$ cat config.mk
export PLATFORM = sky130hd
export DESIGN_NAME = lgs_row_rule
export DESIGN_NICKNAME = d
export VERILOG_FILES = /design/src/assert_macros.svh /design/src/lgs_pkg.sv /design/src/lgs_row_rule.sv
export SDC_FILE = /design/constraint.sdc
export NUM_CORES = 1
export LEC_CHECK = 0
export BUFFER_PORTS_ARGS = -buffer_cell sky130_fd_sc_hd__buf_4
export CORE_ASPECT_RATIO = 1.2
export CORE_UTILIZATION = 58
export DETAILED_ROUTE_END_ITERATION = 6
export MAX_ROUTING_LAYER = met4
export PLACE_DENSITY = 0.87
export SLEW_MARGIN = 20
export SYNTH_ARGS = -nofsm -noshare
export SYNTH_HDL_FRONTEND = slang
export SYNTH_SLANG_ARGS = --single-unit
export TNS_END_PERCENT = 50
$ cat constraint.sdc
create_clock -name vclk -period 2.9
set_input_delay 0.145 -clock vclk [all_inputs]
set_output_delay 0.145 -clock vclk [all_outputs]
set_load 0.1 [all_outputs]
$ cat src/assert_macros.svh
// Assertion macros shared by the RTL of the life grid block.
// Depends on nothing; the bodies are empty when SYNTHESIS is defined.
`ifndef ASSERT_MACROS_SVH
`define ASSERT_MACROS_SVH
`ifndef SYNTHESIS
`define LGS_ASSERT(lbl, clk, rst_n, prop) \
    lbl: assert property (@(posedge clk) disable iff (!rst_n) (prop)) \
        else $error("%m: check failed");
`define LGS_ASSERT_NOW(lbl, clk, rst_n, ante, cons) \
    lbl: assert property (@(posedge clk) disable iff (!rst_n) (ante) |-> (cons)) \
        else $error("%m: check failed");
`define LGS_ASSERT_NEXT(lbl, clk, rst_n, ante, cons) \
    lbl: assert property (@(posedge clk) disable iff (!rst_n) (ante) |=> (cons)) \
        else $error("%m: check failed");
`else
`define LGS_ASSERT(lbl, clk, rst_n, prop)
`define LGS_ASSERT_NOW(lbl, clk, rst_n, ante, cons)
`define LGS_ASSERT_NEXT(lbl, clk, rst_n, ante, cons)
`endif
`endif

$ cat src/lgs_pkg.sv
// Grid sizes, derived widths, row type and command codes of the life grid block.
// Depends on nothing.
package lgs_pkg;

    localparam int GRID_ROWS = 64;
    localparam int GRID_COLS = 64;

    localparam int ROW_AW = $clog2(GRID_ROWS);
    localparam int COL_AW = $clog2(GRID_COLS);
    localparam int STEP_W = $clog2(GRID_ROWS + 1);

    typedef logic [GRID_COLS-1:0] t_row;
    typedef logic [1:0] t_cmd;

    localparam t_cmd CMD_WRITE   = 2'd0;
    localparam t_cmd CMD_READ    = 2'd1;
    localparam t_cmd CMD_ADVANCE = 2'd2;
    localparam t_cmd CMD_UNUSED  = 2'd3;

endpackage

$ cat src/lgs_row_rule.sv
// Computes one new grid row under the B3/S23 rule from three old rows.
// Depends on lgs_pkg for the row type and the column count.
module lgs_row_rule import lgs_pkg::*; (
    input  t_row i_above,
    input  t_row i_mid,
    input  t_row i_below,
    output t_row o_next
);

    logic [GRID_COLS+1:0] pad_above;
    logic [GRID_COLS+1:0] pad_mid;
    logic [GRID_COLS+1:0] pad_below;

    assign pad_above = {1'b0, i_above, 1'b0};
    assign pad_mid   = {1'b0, i_mid, 1'b0};
    assign pad_below = {1'b0, i_below, 1'b0};

    always_comb begin
        logic [3:0] count;
        for (int c = 0; c < GRID_COLS; c++) begin
            count = 4'(pad_above[c]) + 4'(pad_above[c+1]) + 4'(pad_above[c+2])
                  + 4'(pad_mid[c]) + 4'(pad_mid[c+2])
                  + 4'(pad_below[c]) + 4'(pad_below[c+1]) + 4'(pad_below[c+2]);
            o_next[c] = (count == 4'd3) || (i_mid[c] && (count == 4'd2));
        end
    end

endmodule
==> impl_metrics.env <==
export IMPL_yosys_warnings=0
export IMPL_cp_slowest_cell="fa_1"
export IMPL_synthAdderAreaFrac_pct=69.1
export IMPL_area_growth_pct=55.0
export IMPL_synth_cell_types=14
export IMPL_ant_nets=0
export IMPL_synthMuxAreaShare_pct=0
export IMPL_relSlewSlack_pct=71.1
export IMPL_gr_total_overflow=0
export IMPL_finalHoldViolations=0
export IMPL_yosysTopAreaCellShare_pct=47.1
export IMPL_drive_above_1_share_pct=49.6
export IMPL_drc_errors=0
export IMPL_synth_top_area_cell="fa_1"
export IMPL_drv_slew=0
export IMPL_timing_final_ws_setup_ps=-725
export IMPL_crit_buf_inv=4
export IMPL_synth_area_um2=10700
export IMPL_hpwl_um=25800
export IMPL_hold_buffers=0
export IMPL_status="complete, but fails checks"
export IMPL_port_buffer_count=256
export IMPL_initial_core_util_pct=59.1
export IMPL_vias=12300
export IMPL_drv_cap=0
export IMPL_crit_family="adder cells"
export IMPL_fin_cells=1844
export IMPL_finalSetupViolations=62
export IMPL_grt_pass1_vias=12900
export IMPL_grt_usage_pct=43.8
export IMPL_seq_area_um2=0
export IMPL_seq_cells=0
export IMPL_rows=54
export IMPL_powerDensity_nw_per_um2=698
export IMPL_critPathArrivalTime_ps=3480
export IMPL_fmax_mhz=276
export IMPL_synth_top_family_by_area="adder cells"
export IMPL_synth_xor_area_share_pct=0
export IMPL_violations="negative setup slack"
export IMPL_antenna_found_initial=2
export IMPL_io_pins=256
export IMPL_clock_buffers=0
export IMPL_routed_wirelength_um=53300
export IMPL_gp_congestion=0.872
export IMPL_grt_pass1_wl_um=62400
export IMPL_worstMarginPinSlew_ps=433
export IMPL_max_vdd_ir_drop_uv=762
export IMPL_synth_seq_area_share_pct=0
export IMPL_hold_class="input pin to output port"
export IMPL_mostFrequentLayoutCell="inv_1"
export IMPL_synth_area_leaders="fa_1, ha_1, inv_1, a21oi_1, nand3_1"
export IMPL_p_total_mw=11.6
export IMPL_netlist_instances=1197
export IMPL_postSynthAreaPerCell_um2=8.95
export IMPL_vias_per_cell=6.69
export IMPL_worst_path_most_repeated_cell="fa_1"
export IMPL_crit_chain="buf_4 > inv_2 > fa_1 > fa_1 > fa_1 > inv_1 > ha_2 > a21oi_1 > nand3_1 > a21oi_4 > buf_12"
export IMPL_synth_fp_nets=1829
export IMPL_coreArea_um2=18100
export IMPL_grt_max_degree=4
export IMPL_wire_per_inst_um=28.9
export IMPL_drt_pass1_iter_count=6
export IMPL_dp_cells=1827
export IMPL_crit_path_end_kind="output port"
export IMPL_post_route_period_util_pct=125
export IMPL_drt_iter0_markers=1462
export IMPL_fp_dieH_um=151
export IMPL_startpoint_type="input pin"
export IMPL_p_leak_nw=8.40
export IMPL_post_route_min_period_ps=3620
export IMPL_yosys_area_share_simple_pct=6.83
export IMPL_path_class="input pin to output port"
export IMPL_crit_required_ps=2760
export IMPL_die_w_um=126
export IMPL_rsz0062_at_grt="yes"
export IMPL_synth_compound_area_share_pct=8.61
export IMPL_fin_nets=2252
export IMPL_worst_path_max_fanout=2
export IMPL_max_stage_delay_ps=620
export IMPL_final_cell_mix="inv_1, buf_4, fa_1"
export IMPL_dieArea_um2=19000
## kinds of logic (layout without fill, tap and decap cells)
logic type / count (synthesis) / count (layout)
simple gates: 131 / 131
other cells: 0 / 2
fa+ha+maj: 440 / 440
compound gates: 184 / 184
buf+inv: 442 / 863
## final timing paths
kind,startpoint,end,cells past startpoint
min,i_mid[29],o_next[29],4
max,i_mid[12],o_next[13],11
## power breakdown
group,switching [mW],internal [mW],total (mW)
combinational,7.16,4.43,11.6
sequential,0,0,0
clock,0,0.000000570,0.000000570
## cell usage after synthesis
library cell,instances
inv_1,442
fa_1,252
ha_1,188
a21oi_1,122
nand3_1,61
o21ai_0,61
or2_1,44
or2_0,17
nor2_1,4
nor3b_1,2
a31oi_1,1
nand2_1,1
nor2b_1,1
nor3_1,1
## routing by layer
layer / GRT usage (%) / part of all wire [%] / vias to the layer above
met5: - / 0 / -
met4: 34.1 / 14 / 0
met3: 10.6 / 14 / 764
met2: 78.6 / 44 / 1449
met1: 40.1 / 28 / 5667
li1: - / - / 4458
## cell type report
cell class	count	area, µm²
fill	563	1510
multi-input combinational	755	10400
inverter	442	1790
timing repair buffer	421	4160
tap	224	280
antenna	2	5.00
## through the flow
| step | hold slack, ps | instance area [µm²] | setup TNS (ps) | worst slack, ps | util, % |
|---|---|---|---|---|---|
| floorplan | 544 | 11400 | -27180 | -615 | - |
| global placement | 806 | 14700 | -17070 | -321 | 81.3 |
| detailed placement | 809 | 14700 | -21320 | -471 | 81.3 |
| CTS | 745 | 15900 | -13990 | -333 | 87.9 |
| global route | 759 | 16600 | -26850 | -1020 | 91.7 |
| finish | 747 | 16600 | -22860 | -725 | 91.7 |
## what timing repair did
action                     CTS  global route
gates resized for setup    404           197
pin swaps                   94            93
setup endpoints to repair   62            62
setup buffers                2            13
No activity file was read; power rests on OpenSTA's default activity.
